### src/rtl/core/bmc_pkg.sv
// Shared types, codes and limits of the masked Benes correction block.
package bmc_pkg;

    // Default sizing of the block.
    localparam int DEF_MAX_SIZE     = 64;
    localparam int DEF_MAX_LOG      = 6;
    localparam int DEF_MAX_SWITCHES = 352;

    // Field widths of the command struct, sized for the largest legal parameters.
    localparam int CMD_EW = 10;
    localparam int CMD_SW = 14;
    localparam int CMD_DW = 4;

    // Configuration port.
    localparam int              PADDR_W       = 3;
    localparam logic [2:0]      REG_SIZE_ADDR = 3'd0;
    localparam logic [6:0]      SIZE_RESET    = 7'd64;

    // Item function codes.
    localparam logic [2:0] FUNC_LOAD_MASK = 3'd0;
    localparam logic [2:0] FUNC_LOAD_PAIR = 3'd1;
    localparam logic [2:0] FUNC_RUN       = 3'd2;
    localparam logic [2:0] FUNC_READ_CORR = 3'd3;
    localparam logic [2:0] FUNC_READ_PERM = 3'd4;

    // Datapath operation codes.
    localparam logic [2:0] OP_NOP      = 3'd0;
    localparam logic [2:0] OP_SW_PLACE = 3'd1;
    localparam logic [2:0] OP_SPLIT    = 3'd2;
    localparam logic [2:0] OP_MERGE    = 3'd3;
    localparam logic [2:0] OP_ODD_IN   = 3'd4;
    localparam logic [2:0] OP_ODD_OUT  = 3'd5;

    typedef struct packed {
        logic [2:0] func;
        logic [8:0] index;
        logic       mask_bit;
        logic       msg_zero;
        logic       msg_one;
        logic       swap_bit;
    } t_in_beat;

    typedef struct packed {
        logic       read_kind;
        logic [8:0] read_index;
        logic       bit_value;
    } t_out_beat;

    typedef struct packed {
        logic [2:0]        op;
        logic [CMD_DW-1:0] depth;
        logic              sel;     // 1 when the frame works on the top half of its parent
        logic [CMD_EW-1:0] ea;
        logic [CMD_EW-1:0] eb;
        logic [CMD_EW-1:0] j;
        logic [CMD_SW-1:0] sw_idx;
        logic              sw_ok;
    } t_run_cmd;

endpackage

### src/rtl/core/bmc_ctrl.sv
// Sequencer that walks the Benes recursion with an explicit frame stack.
module bmc_ctrl #(
    parameter int MAX_SIZE     = bmc_pkg::DEF_MAX_SIZE,
    parameter int MAX_LOG      = bmc_pkg::DEF_MAX_LOG,
    parameter int MAX_SWITCHES = bmc_pkg::DEF_MAX_SWITCHES
) (
    input  logic              i_clk,
    input  logic              i_rst_n,
    input  logic              i_start,
    input  logic [6:0]        i_size,
    output logic              o_busy,
    output bmc_pkg::t_run_cmd o_cmd
);
    import bmc_pkg::*;

    localparam int NW   = $clog2(MAX_SIZE + 1);
    localparam int EW   = $clog2(MAX_SIZE);
    localparam int LW   = $clog2(MAX_LOG + 1);
    localparam int ROWS = MAX_LOG + 2;
    localparam int DW   = $clog2(ROWS);
    localparam int CW   = $clog2(2 * MAX_LOG + ROWS + 4) + 1;
    localparam int IW   = $clog2((2 * MAX_LOG + ROWS + 4) * MAX_SIZE + MAX_SWITCHES + 1);

    localparam logic [2:0] ST_IDLE   = 3'd0;
    localparam logic [2:0] ST_ENTER  = 3'd1;
    localparam logic [2:0] ST_BASE3  = 3'd2;
    localparam logic [2:0] ST_IN     = 3'd3;
    localparam logic [2:0] ST_RET    = 3'd4;
    localparam logic [2:0] ST_RESUME = 3'd5;
    localparam logic [2:0] ST_OUT    = 3'd6;

    logic [2:0]    r_state, n_state;
    logic [DW-1:0] r_depth, n_depth;
    logic [NW-1:0] r_i, n_i;
    logic [NW-1:0] r_n;
    logic [LW-1:0] r_log;

    logic [NW-1:0] r_fs_s   [ROWS];
    logic [EW-1:0] r_fs_pos [ROWS];
    logic          r_fs_sel [ROWS];
    logic          r_fs_ph  [ROWS];

    logic [NW-1:0]        s_cur, hs, half;
    logic [EW-1:0]        pos_cur;
    logic                 odd, more;
    logic signed [CW-1:0] col;
    logic [IW-1:0]        idx;
    logic [NW-1:0]        j;
    logic                 push, push_top;
    logic [NW-1:0]        n_clamp;
    logic [LW-1:0]        log_calc;

    assign s_cur   = r_fs_s[r_depth];
    assign pos_cur = r_fs_pos[r_depth];
    assign hs      = s_cur >> 1;
    assign odd     = s_cur[0];
    assign half    = r_n >> 1;
    assign more    = ({1'b0, r_i} + (NW+1)'(1)) < {1'b0, s_cur};
    assign j       = r_i >> 1;

    always_comb begin
        if (i_size < 7'd2) begin
            n_clamp = NW'(2);
        end else if (int'(i_size) > MAX_SIZE) begin
            n_clamp = NW'(MAX_SIZE);
        end else begin
            n_clamp = NW'(i_size);
        end
        log_calc = '0;
        for (int k = 0; k <= MAX_LOG; k++) begin
            if ((int'(1) << k) < int'(n_clamp)) begin
                log_calc = LW'(k + 1);
            end
        end
    end

    always_comb begin
        case (r_state)
            ST_ENTER: begin
                if (int'(r_log) == int'(r_depth) + 1) begin
                    col = CW'(r_depth);
                end else begin
                    col = CW'(r_depth) + CW'(1);
                end
            end
            ST_BASE3: col = CW'(r_depth) + CW'(r_i);
            ST_OUT:   col = CW'({r_log, 1'b0}) - CW'(r_depth) - CW'(2);
            default:  col = CW'(r_depth);
        endcase
        if (r_state == ST_IN || r_state == ST_OUT) begin
            idx = IW'(col[CW-2:0]) * IW'(half) + IW'(pos_cur) + IW'(j);
        end else begin
            idx = IW'(col[CW-2:0]) * IW'(half) + IW'(pos_cur);
        end
    end

    always_comb begin
        n_state  = r_state;
        n_depth  = r_depth;
        n_i      = r_i;
        push     = 1'b0;
        push_top = 1'b0;
        o_cmd        = '0;
        o_cmd.op     = OP_NOP;
        o_cmd.depth  = CMD_DW'(r_depth);
        o_cmd.sel    = r_fs_sel[r_depth];
        o_cmd.sw_idx = CMD_SW'(idx);
        o_cmd.sw_ok  = !col[CW-1] && (idx < IW'(MAX_SWITCHES));
        case (r_state)
            ST_IDLE: begin
                if (i_start) begin
                    n_state = ST_ENTER;
                    n_depth = '0;
                end
            end
            ST_ENTER: begin
                n_i = '0;
                if (s_cur < NW'(2)) begin
                    n_state = ST_RET;
                end else if (s_cur == NW'(2)) begin
                    o_cmd.op = OP_SW_PLACE;
                    o_cmd.ea = CMD_EW'(0);
                    o_cmd.eb = CMD_EW'(1);
                    n_state  = ST_RET;
                end else if (s_cur == NW'(3)) begin
                    n_state = ST_BASE3;
                end else if (int'(r_depth) + 1 >= ROWS) begin
                    n_state = ST_RET;
                end else begin
                    n_state = ST_IN;
                end
            end
            ST_BASE3: begin
                o_cmd.op = OP_SW_PLACE;
                o_cmd.ea = (r_i == NW'(1)) ? CMD_EW'(1) : CMD_EW'(0);
                o_cmd.eb = (r_i == NW'(1)) ? CMD_EW'(2) : CMD_EW'(1);
                n_i      = r_i + NW'(1);
                if (r_i == NW'(2)) begin
                    n_state = ST_RET;
                end
            end
            ST_IN: begin
                if (more) begin
                    o_cmd.op = OP_SPLIT;
                    o_cmd.ea = CMD_EW'(r_i);
                    o_cmd.eb = CMD_EW'(r_i + NW'(1));
                    o_cmd.j  = CMD_EW'(j);
                    n_i      = r_i + NW'(2);
                end else begin
                    if (odd) begin
                        o_cmd.op = OP_ODD_IN;
                        o_cmd.ea = CMD_EW'(s_cur - NW'(1));
                        o_cmd.j  = CMD_EW'(hs);
                    end
                    push     = 1'b1;
                    push_top = 1'b1;
                    n_depth  = r_depth + DW'(1);
                    n_state  = ST_ENTER;
                end
            end
            ST_RET: begin
                if (r_depth == '0) begin
                    n_state = ST_IDLE;
                end else begin
                    n_depth = r_depth - DW'(1);
                    n_state = ST_RESUME;
                end
            end
            ST_RESUME: begin
                n_i = '0;
                if (!r_fs_ph[r_depth]) begin
                    push    = 1'b1;
                    n_depth = r_depth + DW'(1);
                    n_state = ST_ENTER;
                end else begin
                    n_state = ST_OUT;
                end
            end
            ST_OUT: begin
                if (more) begin
                    o_cmd.op = OP_MERGE;
                    o_cmd.ea = CMD_EW'(r_i);
                    o_cmd.eb = CMD_EW'(r_i + NW'(1));
                    o_cmd.j  = CMD_EW'(j);
                    n_i      = r_i + NW'(2);
                end else begin
                    if (odd) begin
                        o_cmd.op = OP_ODD_OUT;
                        o_cmd.ea = CMD_EW'(s_cur - NW'(1));
                        o_cmd.j  = CMD_EW'(hs);
                    end
                    n_state = ST_RET;
                end
            end
            default: begin
                n_state = ST_IDLE;
            end
        endcase
    end

    always_ff @(posedge i_clk) begin
        if (!i_rst_n) begin
            r_state <= ST_IDLE;
            r_depth <= '0;
            r_i     <= '0;
        end else begin
            r_state <= n_state;
            r_depth <= n_depth;
            r_i     <= n_i;
        end
    end

    always_ff @(posedge i_clk) begin
        if (r_state == ST_IDLE && i_start) begin
            r_n         <= n_clamp;
            r_log       <= log_calc;
            r_fs_s[0]   <= n_clamp;
            r_fs_pos[0] <= '0;
            r_fs_sel[0] <= 1'b0;
        end
        if (push) begin
            r_fs_ph[r_depth]             <= !push_top;
            r_fs_sel[r_depth + DW'(1)]   <= push_top;
            if (push_top) begin
                r_fs_s[r_depth + DW'(1)]   <= hs + NW'(odd);
                r_fs_pos[r_depth + DW'(1)] <= pos_cur + EW'(s_cur >> 2);
            end else begin
                r_fs_s[r_depth + DW'(1)]   <= hs;
                r_fs_pos[r_depth + DW'(1)] <= pos_cur;
            end
        end
    end

    assign o_busy = (r_state != ST_IDLE);

endmodule

### src/rtl/core/bmc_dp.sv
// Stores, scratch rows and the switch unit of the masked Benes correction block.
module bmc_dp #(
    parameter int MAX_SIZE     = bmc_pkg::DEF_MAX_SIZE,
    parameter int MAX_LOG      = bmc_pkg::DEF_MAX_LOG,
    parameter int MAX_SWITCHES = bmc_pkg::DEF_MAX_SWITCHES
) (
    input  logic              i_clk,
    input  logic              i_rst_n,
    input  logic              i_take,
    input  bmc_pkg::t_in_beat i_beat,
    input  bmc_pkg::t_run_cmd i_cmd,
    output logic              o_exec_busy,
    output logic              o_rd_bit
);
    import bmc_pkg::*;

    localparam int EW   = $clog2(MAX_SIZE);
    localparam int ROWS = MAX_LOG + 2;
    localparam int DW   = $clog2(ROWS);
    localparam int SWW  = (MAX_SWITCHES > 1) ? $clog2(MAX_SWITCHES) : 1;

    logic [MAX_SIZE-1:0] r_mask;
    logic [MAX_SIZE-1:0] r_top [ROWS];
    logic [MAX_SIZE-1:0] r_bot [ROWS];
    logic [1:0]          pair_mem [MAX_SWITCHES];
    logic                corr_mem [MAX_SWITCHES];

    t_run_cmd r_cmd;
    logic [1:0] r_pair;
    logic       r_rd_kind, r_rd_ok, r_corr_rd, r_mask_rd;

    logic [DW-1:0]       d, dm1;
    logic [EW-1:0]       ea, eb, jj;
    logic [MAX_SIZE-1:0] srcv;
    logic                m0, m1, a_out, b_out, sw_op, src_we, src_two;
    logic                mask_ok, sw_ok_in;
    logic [EW-1:0]       in_eaddr;
    logic [SWW-1:0]      in_saddr;
    logic [1:0]          pair_wr;

    assign d   = r_cmd.depth[DW-1:0];
    assign dm1 = d - DW'(1);
    assign ea  = r_cmd.ea[EW-1:0];
    assign eb  = r_cmd.eb[EW-1:0];
    assign jj  = r_cmd.j[EW-1:0];

    assign in_eaddr = EW'(i_beat.index);
    assign in_saddr = SWW'(i_beat.index);
    assign mask_ok  = int'(i_beat.index) < MAX_SIZE;
    assign sw_ok_in = int'(i_beat.index) < MAX_SWITCHES;
    assign pair_wr  = i_beat.swap_bit ? {i_beat.msg_zero, i_beat.msg_one}
                                      : {i_beat.msg_one, i_beat.msg_zero};

    always_comb begin
        if (d == '0) begin
            srcv = r_mask;
        end else if (r_cmd.sel) begin
            srcv = r_top[dm1];
        end else begin
            srcv = r_bot[dm1];
        end
        if (r_cmd.op == OP_MERGE) begin
            m0 = r_bot[d][jj];
            m1 = r_top[d][jj];
        end else begin
            m0 = srcv[ea];
            m1 = srcv[eb];
        end
        sw_op = (r_cmd.op == OP_SW_PLACE) || (r_cmd.op == OP_SPLIT) || (r_cmd.op == OP_MERGE);
        if (r_cmd.sw_ok) begin
            a_out = r_pair[0] ^ m0;
            b_out = r_pair[0] ^ m1;
        end else begin
            a_out = m0;
            b_out = m1;
        end
        if (r_cmd.op == OP_ODD_OUT) begin
            a_out = r_top[d][jj];
        end
        src_we  = (r_cmd.op == OP_SW_PLACE) || (r_cmd.op == OP_MERGE) ||
                  (r_cmd.op == OP_ODD_OUT);
        src_two = (r_cmd.op != OP_ODD_OUT);
    end

    always_ff @(posedge i_clk) begin
        if (!i_rst_n) begin
            r_cmd <= '0;
        end else begin
            r_cmd <= i_cmd;
        end
    end

    // Element and scratch bits.
    always_ff @(posedge i_clk) begin
        if (i_take && i_beat.func == FUNC_LOAD_MASK && mask_ok) begin
            r_mask[in_eaddr] <= i_beat.mask_bit;
        end
        if (src_we) begin
            if (d == '0) begin
                r_mask[ea] <= a_out;
                if (src_two) begin
                    r_mask[eb] <= b_out;
                end
            end else if (r_cmd.sel) begin
                r_top[dm1][ea] <= a_out;
                if (src_two) begin
                    r_top[dm1][eb] <= b_out;
                end
            end else begin
                r_bot[dm1][ea] <= a_out;
                if (src_two) begin
                    r_bot[dm1][eb] <= b_out;
                end
            end
        end
        if (r_cmd.op == OP_SPLIT) begin
            r_bot[d][jj] <= a_out;
            r_top[d][jj] <= b_out;
        end
        if (r_cmd.op == OP_ODD_IN) begin
            r_top[d][jj] <= srcv[ea];
        end
        if (i_take && i_beat.func == FUNC_READ_PERM) begin
            r_mask_rd <= r_mask[in_eaddr];
        end
    end

    // Switch pair memory, read as the command enters the datapath register.
    always_ff @(posedge i_clk) begin
        if (i_take && i_beat.func == FUNC_LOAD_PAIR && sw_ok_in) begin
            pair_mem[in_saddr] <= pair_wr;
        end
        r_pair <= pair_mem[i_cmd.sw_idx[SWW-1:0]];
    end

    // Correction memory.
    always_ff @(posedge i_clk) begin
        if (sw_op && r_cmd.sw_ok) begin
            corr_mem[r_cmd.sw_idx[SWW-1:0]] <= r_pair[1] ^ r_pair[0] ^ m0 ^ m1;
        end
        if (i_take && i_beat.func == FUNC_READ_CORR) begin
            r_corr_rd <= corr_mem[in_saddr];
        end
    end

    always_ff @(posedge i_clk) begin
        if (i_take && (i_beat.func == FUNC_READ_CORR || i_beat.func == FUNC_READ_PERM)) begin
            r_rd_kind <= (i_beat.func == FUNC_READ_PERM);
            r_rd_ok   <= (i_beat.func == FUNC_READ_PERM) ? mask_ok : sw_ok_in;
        end
    end

    assign o_rd_bit    = r_rd_ok & (r_rd_kind ? r_mask_rd : r_corr_rd);
    assign o_exec_busy = (r_cmd.op != OP_NOP);

endmodule

### src/rtl/core/benes_masked_correction.sv
// Load items are written at the accepting edge; a read result is registered there and
// appears in the next cycle. Throughput: one load or read beat per cycle while no run
// is in progress and no read result is held by a stalled receiver. A run occupies the
// block until the walk sequencer has issued every switch, one at a time, into the single
// switch unit and the last switch has drained from the datapath.
// Reset: synchronous active-low; clears the sequencer, the output valid and sets
// size_in_use to 64. The mask, pair and correction stores are not cleared.
module benes_masked_correction #(
    parameter int MAX_SIZE     = bmc_pkg::DEF_MAX_SIZE,
    parameter int MAX_LOG      = bmc_pkg::DEF_MAX_LOG,
    parameter int MAX_SWITCHES = bmc_pkg::DEF_MAX_SWITCHES
) (
    input  logic                      i_clk,
    input  logic                      i_rst_n,
    // Input channel.
    input  logic                      i_in_valid,
    output logic                      o_in_stall,
    input  bmc_pkg::t_in_beat         i_in_data,
    // Output channel.
    output logic                      o_out_valid,
    input  logic                      i_out_stall,
    output bmc_pkg::t_out_beat        o_out_data,
    // Configuration port.
    input  logic                      psel,
    input  logic                      penable,
    input  logic                      pwrite,
    input  logic [bmc_pkg::PADDR_W-1:0] paddr,
    input  logic [31:0]               pwdata,
    output logic [31:0]               prdata,
    output logic                      pready
);
    import bmc_pkg::*;

    logic [6:0] r_size_in_use;
    logic       take, is_read, ctrl_busy, exec_busy, rd_bit;
    logic       r_out_valid, r_out_kind;
    logic [8:0] r_out_index;
    t_run_cmd   cmd;

    // The size register is the only configuration register. Reads return it
    // zero-extended; writes take the low seven bits.
    assign pready = 1'b1;
    assign prdata = (paddr == REG_SIZE_ADDR) ? {25'd0, r_size_in_use} : 32'd0;

    always_ff @(posedge i_clk) begin
        if (!i_rst_n) begin
            r_size_in_use <= SIZE_RESET;
        end else if (psel && penable && pwrite && pready && paddr == REG_SIZE_ADDR) begin
            r_size_in_use <= pwdata[6:0];
        end
    end

    // A beat is refused while a run is walking the network (including the last
    // switch still in the datapath), and while a finished read beat is held by
    // a stalled receiver. A new read can enter in the same cycle the held
    // result leaves.
    assign o_in_stall = ctrl_busy || exec_busy || (r_out_valid && i_out_stall);
    assign take       = i_in_valid && !o_in_stall;
    assign is_read    = (i_in_data.func == FUNC_READ_CORR) ||
                        (i_in_data.func == FUNC_READ_PERM);

    always_ff @(posedge i_clk) begin
        if (!i_rst_n) begin
            r_out_valid <= 1'b0;
        end else if (take && is_read) begin
            r_out_valid <= 1'b1;
        end else if (!i_out_stall) begin
            r_out_valid <= 1'b0;
        end
    end

    always_ff @(posedge i_clk) begin
        if (take && is_read) begin
            r_out_kind  <= (i_in_data.func == FUNC_READ_PERM);
            r_out_index <= i_in_data.index;
        end
    end

    // The read bit is captured inside the datapath at the accepting edge and
    // stays put until the next read is accepted.
    assign o_out_valid           = r_out_valid;
    assign o_out_data.read_kind  = r_out_kind;
    assign o_out_data.read_index = r_out_index;
    assign o_out_data.bit_value  = rd_bit;

    bmc_ctrl #(
        .MAX_SIZE     (MAX_SIZE),
        .MAX_LOG      (MAX_LOG),
        .MAX_SWITCHES (MAX_SWITCHES)
    ) u_ctrl (
        .i_clk   (i_clk),
        .i_rst_n (i_rst_n),
        .i_start (take && i_in_data.func == FUNC_RUN),
        .i_size  (r_size_in_use),
        .o_busy  (ctrl_busy),
        .o_cmd   (cmd)
    );

    bmc_dp #(
        .MAX_SIZE     (MAX_SIZE),
        .MAX_LOG      (MAX_LOG),
        .MAX_SWITCHES (MAX_SWITCHES)
    ) u_dp (
        .i_clk       (i_clk),
        .i_rst_n     (i_rst_n),
        .i_take      (take),
        .i_beat      (i_in_data),
        .i_cmd       (cmd),
        .o_exec_busy (exec_busy),
        .o_rd_bit    (rd_bit)
    );

endmodule

### config.mk
export PLATFORM = sky130hd
export DESIGN_NAME = benes_masked_correction
export DESIGN_NICKNAME = d
export VERILOG_FILES = /design/src/rtl/core/bmc_pkg.sv /design/src/rtl/core/bmc_ctrl.sv /design/src/rtl/core/bmc_dp.sv /design/src/rtl/core/benes_masked_correction.sv
export SDC_FILE = /design/constraint.sdc
export NUM_CORES = 2
export LEC_CHECK = 0
export BUFFER_PORTS_ARGS = -buffer_cell sky130_fd_sc_hd__buf_2
export CORE_MARGIN = 5
export CORE_UTILIZATION = 58
export CTS_CLUSTER_DIAMETER = 50
export DETAILED_ROUTE_END_ITERATION = 10
export PLACE_DENSITY = 0.79
export SLEW_MARGIN = 10
export SYNTH_ARGS = -nofsm -noshare
export SYNTH_HDL_FRONTEND = slang
export SYNTH_HIERARCHICAL = 1
export SYNTH_SLANG_ARGS = --single-unit
### constraint.sdc
create_clock -name i_clk -period 16.77 [get_ports i_clk]
set_input_delay 1.677 -clock i_clk [delete_from_list [all_inputs] [get_ports i_clk]]
set_output_delay 1.677 -clock i_clk [all_outputs]
set_load 0.01 [all_outputs]
Word-level counts from Yosys, hierarchy flattened --
Memories as Yosys holds them, arrays and structs flattened. A register that Yosys moved wholly into a read port is not among the register bits. Index checks and enable logic that the tools add are counted.
Storage, ports and cells: input port bits 58, output and inout bits 46, memories 8, bits in writable memories 2200, word-level logic and storage cells 693, register bits after elaboration 141
Cells by class: reductions and logical operators 54, muxes and demuxes 340, equality and inequality tests 29, bitwise logic cells 200, add/sub/neg operators 17, magnitude comparators 23, multiply operators 1
Memories:
- u_dp.pair_mem | words 352, bits a word 2, rd ports 1, clocked after memory_dff 1, write ports 1, line bmc_dp.sv:25 | logic [1:0] pair_mem [MAX_SWITCHES];
- u_dp.r_bot | words 8, bits a word 64, rd ports 2, clocked after memory_dff 1, write ports 1, line bmc_dp.sv:24 | logic [MAX_SIZE-1:0] r_bot [ROWS];
- u_dp.r_top | words 8, bits a word 64, rd ports 2, clocked after memory_dff 1, write ports 1, line bmc_dp.sv:23 | logic [MAX_SIZE-1:0] r_top [ROWS];
- u_dp.corr_mem | words 352, bits a word 1, rd ports 1, clocked after memory_dff 1, write ports 1, line bmc_dp.sv:26 | logic corr_mem [MAX_SWITCHES];
- u_ctrl.r_fs_s | words 8, bits a word 7, rd ports 1, clocked after memory_dff 1, write ports 1, line bmc_ctrl.sv:38 | logic [NW-1:0] r_fs_s [ROWS];
- u_ctrl.r_fs_pos | words 8, bits a word 6, rd ports 1, clocked after memory_dff 1, write ports 1, line bmc_ctrl.sv:39 | logic [EW-1:0] r_fs_pos [ROWS];
- 2 more memories
Operator list (count):
- 2-to-1 mux 64 bit | 16
- 2-to-1 mux 1 bit | 252
- OR 1 bit | 194
- bitwise mux 64 bit | 3
- OR reduction 64 bit | 2
- 2-to-1 mux 3 bit | 34
- one-hot mux 16 bit (3 select lines) | 1
- 2-to-1 mux 6 bit | 7
- 2-to-1 mux 7 bit | 6
- == test 4 x 32 -> 1 bit | 1
- >= comparator 32 x 5 -> 1 bit (second input constant) | 1
- binary-select mux 1 bit (select 6 bit) | 5
- < comparator 6 x 7 -> 1 bit (second input constant) | 4
- demux 1 bit (select 6 bit) | 4
- >= comparator 6 x 1 -> 1 bit (second input constant) | 4
- one-hot mux 3 bit (4 select lines) | 2
- adder 11 x 6 -> 11 bit | 2
- == test 7 x 2 -> 1 bit (second input constant) | 3
- one-hot mux 3 bit (7 select lines) | 1
- one-hot mux 7 bit (3 select lines) | 1
- logical AND 1 bit | 20
- == test 3 x 2 -> 1 bit (second input constant) | 6
- == test 3 bit (second input constant) | 6
- one-hot mux 6 bit (3 select lines) | 1
- other kinds (50) | 88

Depth between registers and ports, before layout --
An unclocked memory read counts as a cell.
word-level depth 15, depth in mapped cells 28, depth with buffers taken out 26

Cells and area by module --
Netlist, hierarchy kept.
By module, submodules not included:
- bmc_dp | instances 1, cells each 8346, area an instance 109931.7 µm², seq. area each 64602.0 µm²
- bmc_ctrl | instances 1, cells each 860, area an instance 9486.6 µm², seq. area each 4194.0 µm²
- benes_masked_correction | instances 1, cells each 93, area an instance 959.7 µm², seq. area each 460.4 µm²

Worst setup path before layout --
OpenSTA, ideal clock, no wires.
kind register -> register, from register u_dp.r_cmd (netlist bit u_dp/d[1]), to memory u_dp.corr_mem[0] (data pin), data arrival time 14.907 ns, stages on the path, launching flop included 24, clock period less this slack 17.093 ns, setup time 2.186 ns, required time 14.584 ns, path slack -0.323 ns, path buffers 10, cells stage by stage dfxtp_1 > buf_6 > buf_4 > buf_2 > buf_2 > buf_2 > buf_2 > inv_1 > ha_1 > buf_2 > buf_2 > buf_2 > buf_1 > mux4_2 > o32a_1 > a221oi_1 > o221ai_1 > a2111oi_0 > o2111ai_1 > nor4_2 > a211oi_1 > a211oi_1 > a21oi_1 > xnor2_1
On the way: cells in the longest elaborated chain, start to end 9, elaborated cells between the ends (all ways) 14, those cells by class 1 x add/sub; 8 x mux; 2 x bitwise; 1 x reduce/logical; 2 x memory
RTL lines:
- from (decl) | line bmc_dp.sv:28 | t_run_cmd r_cmd;
- from (signal assigned) | line bmc_dp.sv:89 | r_cmd <= i_cmd;
- subtractor 3 x 1 -> 3 bit | line bmc_dp.sv:42 | assign dm1 = d - DW'(1);
- memory read (8 x 64 bit) (on tied branches)
- 2-to-1 mux 64 bit | line bmc_dp.sv:57 | end else if (r_cmd.sel) begin
- 2-to-1 mux 64 bit (*) | line bmc_dp.sv:55 | if (d == '0) begin
- binary-select mux 1 bit (select 6 bit) | line bmc_dp.sv:66 | m0 = srcv[ea];
- 2-to-1 mux 1 bit (implied by the code) | line bmc_dp.sv:66
- 2-to-1 mux 1 bit | line bmc_dp.sv:62 | if (r_cmd.op == OP_MERGE) begin
- bitwise XOR 1 bit | line bmc_dp.sv:139 | corr_mem[r_cmd.sw_idx[SWW-1:0]] <= r_pair[1] ^ r_pair[0] ^ m0 ^ m1;
- bitwise XOR 1 bit (*) | line bmc_dp.sv:139
- to (decl) | line bmc_dp.sv:26
Mark *: on every way between the ends. The rest lies on a longest branch, timed or not. The select of a mux whose other input is x is not followed.

Final worst setup path --
from register u_dp.r_cmd (netlist bit u_dp/d[1]), to memory u_dp.corr_mem[131] (data pin)
The elaborated chain is that of the path after synthesis.

==> impl_metrics.json <==
{
  "cap_violations": 4,
  "crit_fanout": 130,
  "status": "finished with violations",
  "wl_met2_mm": 183,
  "layout.nets": 9169,
  "r2r-end": "u_dp/corr_mem[131]",
  "reg2reg_depth": 18,
  "synthCells": 9280,
  "via_per_inst": 7.41,
  "first_iter_violations": 16400,
  "postCtsSetupBuffers": 0,
  "min_period_over_period_pct": 63.0,
  "clkTransAtPathRegs_ns": 0.06,
  "critPathArrivalTime_ns": 11.14,
  "reg2reg_slack_ns": 6.21,
  "cts_tree": "built",
  "fp.dieH_um": 465,
  "num_vias": 88600,
  "highest_layer": "met5",
  "crit_path_end_kind": "register",
  "final-max-slew-violation-count": 13,
  "violations": "capacitance limit, slew limit",
  "start_util_pct": 58.2,
  "worst_pin_slew_ns": 1.53,
  "grt-ovfl-total": 0,
  "drt_first_pass_iters": 7,
  "place_congestion": 1.08,
  "die_w_um": 465,
  "wl_met3_mm": 67.0,
  "grt_pass1_vias": 85000,
  "yosysWarnings": 6,
  "vdd_ir_drop_max_mv": 0.393,
  "startpoint": "u_dp/d[1]",
  "max_freq_ghz": 0.0947,
  "wirelength_met1_mm": 142,
  "grt_max_degree": 158,
  "numPortBuffers": 52,
  "grt_pass1_wl_mm": 597,
  "cts-root-buf": "clkbuf_16",
  "min_path_type": "reg -> reg",
  "clk_latency_ns": 0.99,
  "htreeDepth": 5,
  "leakage_nw": 39.6,
  "cp-start-kind": "register",
  "pin_count": 104,
  "tns_ns": 0,
  "track_usage_pct": 38.1,
  "syn_area_sq_mm": 0.120,
  "cts.sinks": 2348,
  "num_rows": 167,
  "finalClockSkew_ns": 0.112,
  "fin_area_sq_mm": 0.131,
  "final.min_clock_period_ns": 10.56,
  "drc_errors": 0,
  "avgSynthCellArea_sq_um": 13.0,
  "ant_nets": 0,
  "postRouteWirelength_mm": 420,
  "die_area_sq_mm": 0.217,
  "antenna_found_initial": 30,
  "cts_resized": 0,
  "cts_buffers": 274,
  "r2r-start": "u_dp/d[1]",
  "worst_ep_required_time_ns": 17.35,
  "place_area_sq_mm": 0.123,
  "worst-setup-path-type": "reg -> reg",
  "crit_end": "u_dp/corr_mem[131]",
  "syn2layout_area_growth_pct": 9.00,
  "place.detailed.hpwl_mm": 262,
  "clockBufferDepth": 4,
  "hold_viol": 0,
  "finalSetupViolations": 0,
  "drive_above_1_share_pct": 18.4,
  "rsz0062_at_grt": "false",
  "wire_per_inst_um": 35.2,
  "slew_headroom_pct": -3.23,
  "cts_hold_buffers": 0,
  "core_sq_mm": 0.207,
  "pwr_density_cell_mw_per_mm2": 112
}
==> critical path, stage by stage (launching register included) <==
cell	delay, ns
dfxtp_4	0.67
inv_1	0.27
ha_1	0.41
xor2_4	0.65
buf_4	0.72
buf_4	0.74
mux4_2	0.60
mux2_2	0.37
a32oi_1	0.40
nand4_1	0.13
nor4_1	0.58
o221ai_1	0.27
nand4b_1	0.41
nor2_1	0.91
a211oi_1	0.17
a21oi_1	0.54
xnor2_4	0.32
buf_4	0.81
buf_4	0.94
==> registers in the layout, indices dropped and copies added, names as in the netlist, 2 cells and up, named ones only <==
signal	flops
u_dp/pair_mem	704
u_dp/r_bot	512
u_dp/r_top	512
u_dp/corr_mem	352
u_dp/r_mask	64
u_ctrl/r_fs_s	56
u_ctrl/r_fs_pos	48
u_dp/r_cmd	14
r_out_index	9
u_ctrl/r_fs_ph	8
u_ctrl/r_fs_sel	8
r_size_in_use	7
u_ctrl/r_i	7
u_ctrl/r_n	6
u_dp/ea	6
u_dp/eb	6
u_dp/jj	6
u_ctrl/r_depth	3
u_ctrl/r_log	3
u_ctrl/r_state	3
u_dp/d	3
u_dp/r_pair	2
==> report_power, final <==
part	total [mW]	internal, mW	switching, mW	leakage, nW
combinational	1.78	0.420	1.36	14.3
clock	5.73	3.33	2.40	4.13
sequential	7.18	7.15	0.0219	21.2
==> metrics by stage <==
| step | std cells | hold slack (ns) | power (mW) | setup slack, ns | utilization (%) |
|---|---|---|---|---|---|
| 2_1_floorplan | 9304 | 0.496 | 8.56 | 4.85 | - |
| 3_3_place_gp | 11500 | 0.507 | 8.91 | 7.06 | 59.3 |
| 3_5_place_dp | 11500 | 0.499 | 8.99 | 6.74 | 59.3 |
| 4_1_cts | 11900 | 0.509 | 14.7 | 6.64 | 63.4 |
| 5_1_grt | 11900 | 0.552 | 15.1 | 6.15 | 63.4 |
| 6_report | 12000 | 0.512 | 14.7 | 6.21 | 63.4 |
==> worst min-delay path by stage <==
stage                      from          endpoint  slack [ns]  depth (start not counted)
6_report            o_out_valid       o_out_valid        0.51                          2
5_1_grt             o_out_valid       o_out_valid        0.55                          2
3_5_place_dp        o_out_valid       o_out_valid        0.50                          2
3_3_place_gp        o_out_valid       o_out_valid        0.51                          2
2_1_floorplan  r_size_in_use[4]  r_size_in_use[4]        0.50                          2
4_1_cts             o_out_valid       o_out_valid        0.51                          2
==> placed cells by master, fill, tap and decap left out, drive strengths merged, types with 38 or more instances in the layout <==
master,count
dfxtp,125
mux2,72
mux4,757
nand2b,38
clkbuf,328
clkinv,85
ha,56
inv,98
nor2,2128
nand3,271
buf,282
mux2i,398
nor2b,68
o22ai,72
nor3,176
edfxtp,2223
a21oi,192
o31ai,51
a22oi,256
a31oi,85
and2,83
o21ai,302
a211oi,43
nand2,419
==> routing by layer <==
metal / vias to the layer above / track usage, %
met5: - / 0.812
met4: 22 / 20.0
met3: 1676 / 14.8
met2: 7952 / 55.7
met1: 44000 / 49.8
li1: 34900 / -
==> layout make-up <==
| cell class | instances | area (sq um) |
|---|---|---|
| diodes | 24 | 60.1 |
| clock buffers | 327 | 7190 |
| clock inverters | 138 | 1280 |
| fillers | 14400 | 75600 |
| inverters | 71 | 270 |
| multi-input cells | 6055 | 47500 |
| flip-flops and latches | 2348 | 69300 |
| well taps | 2704 | 3380 |
| repair buffers | 283 | 2090 |
No activity file was read; power rests on OpenSTA's default activity.
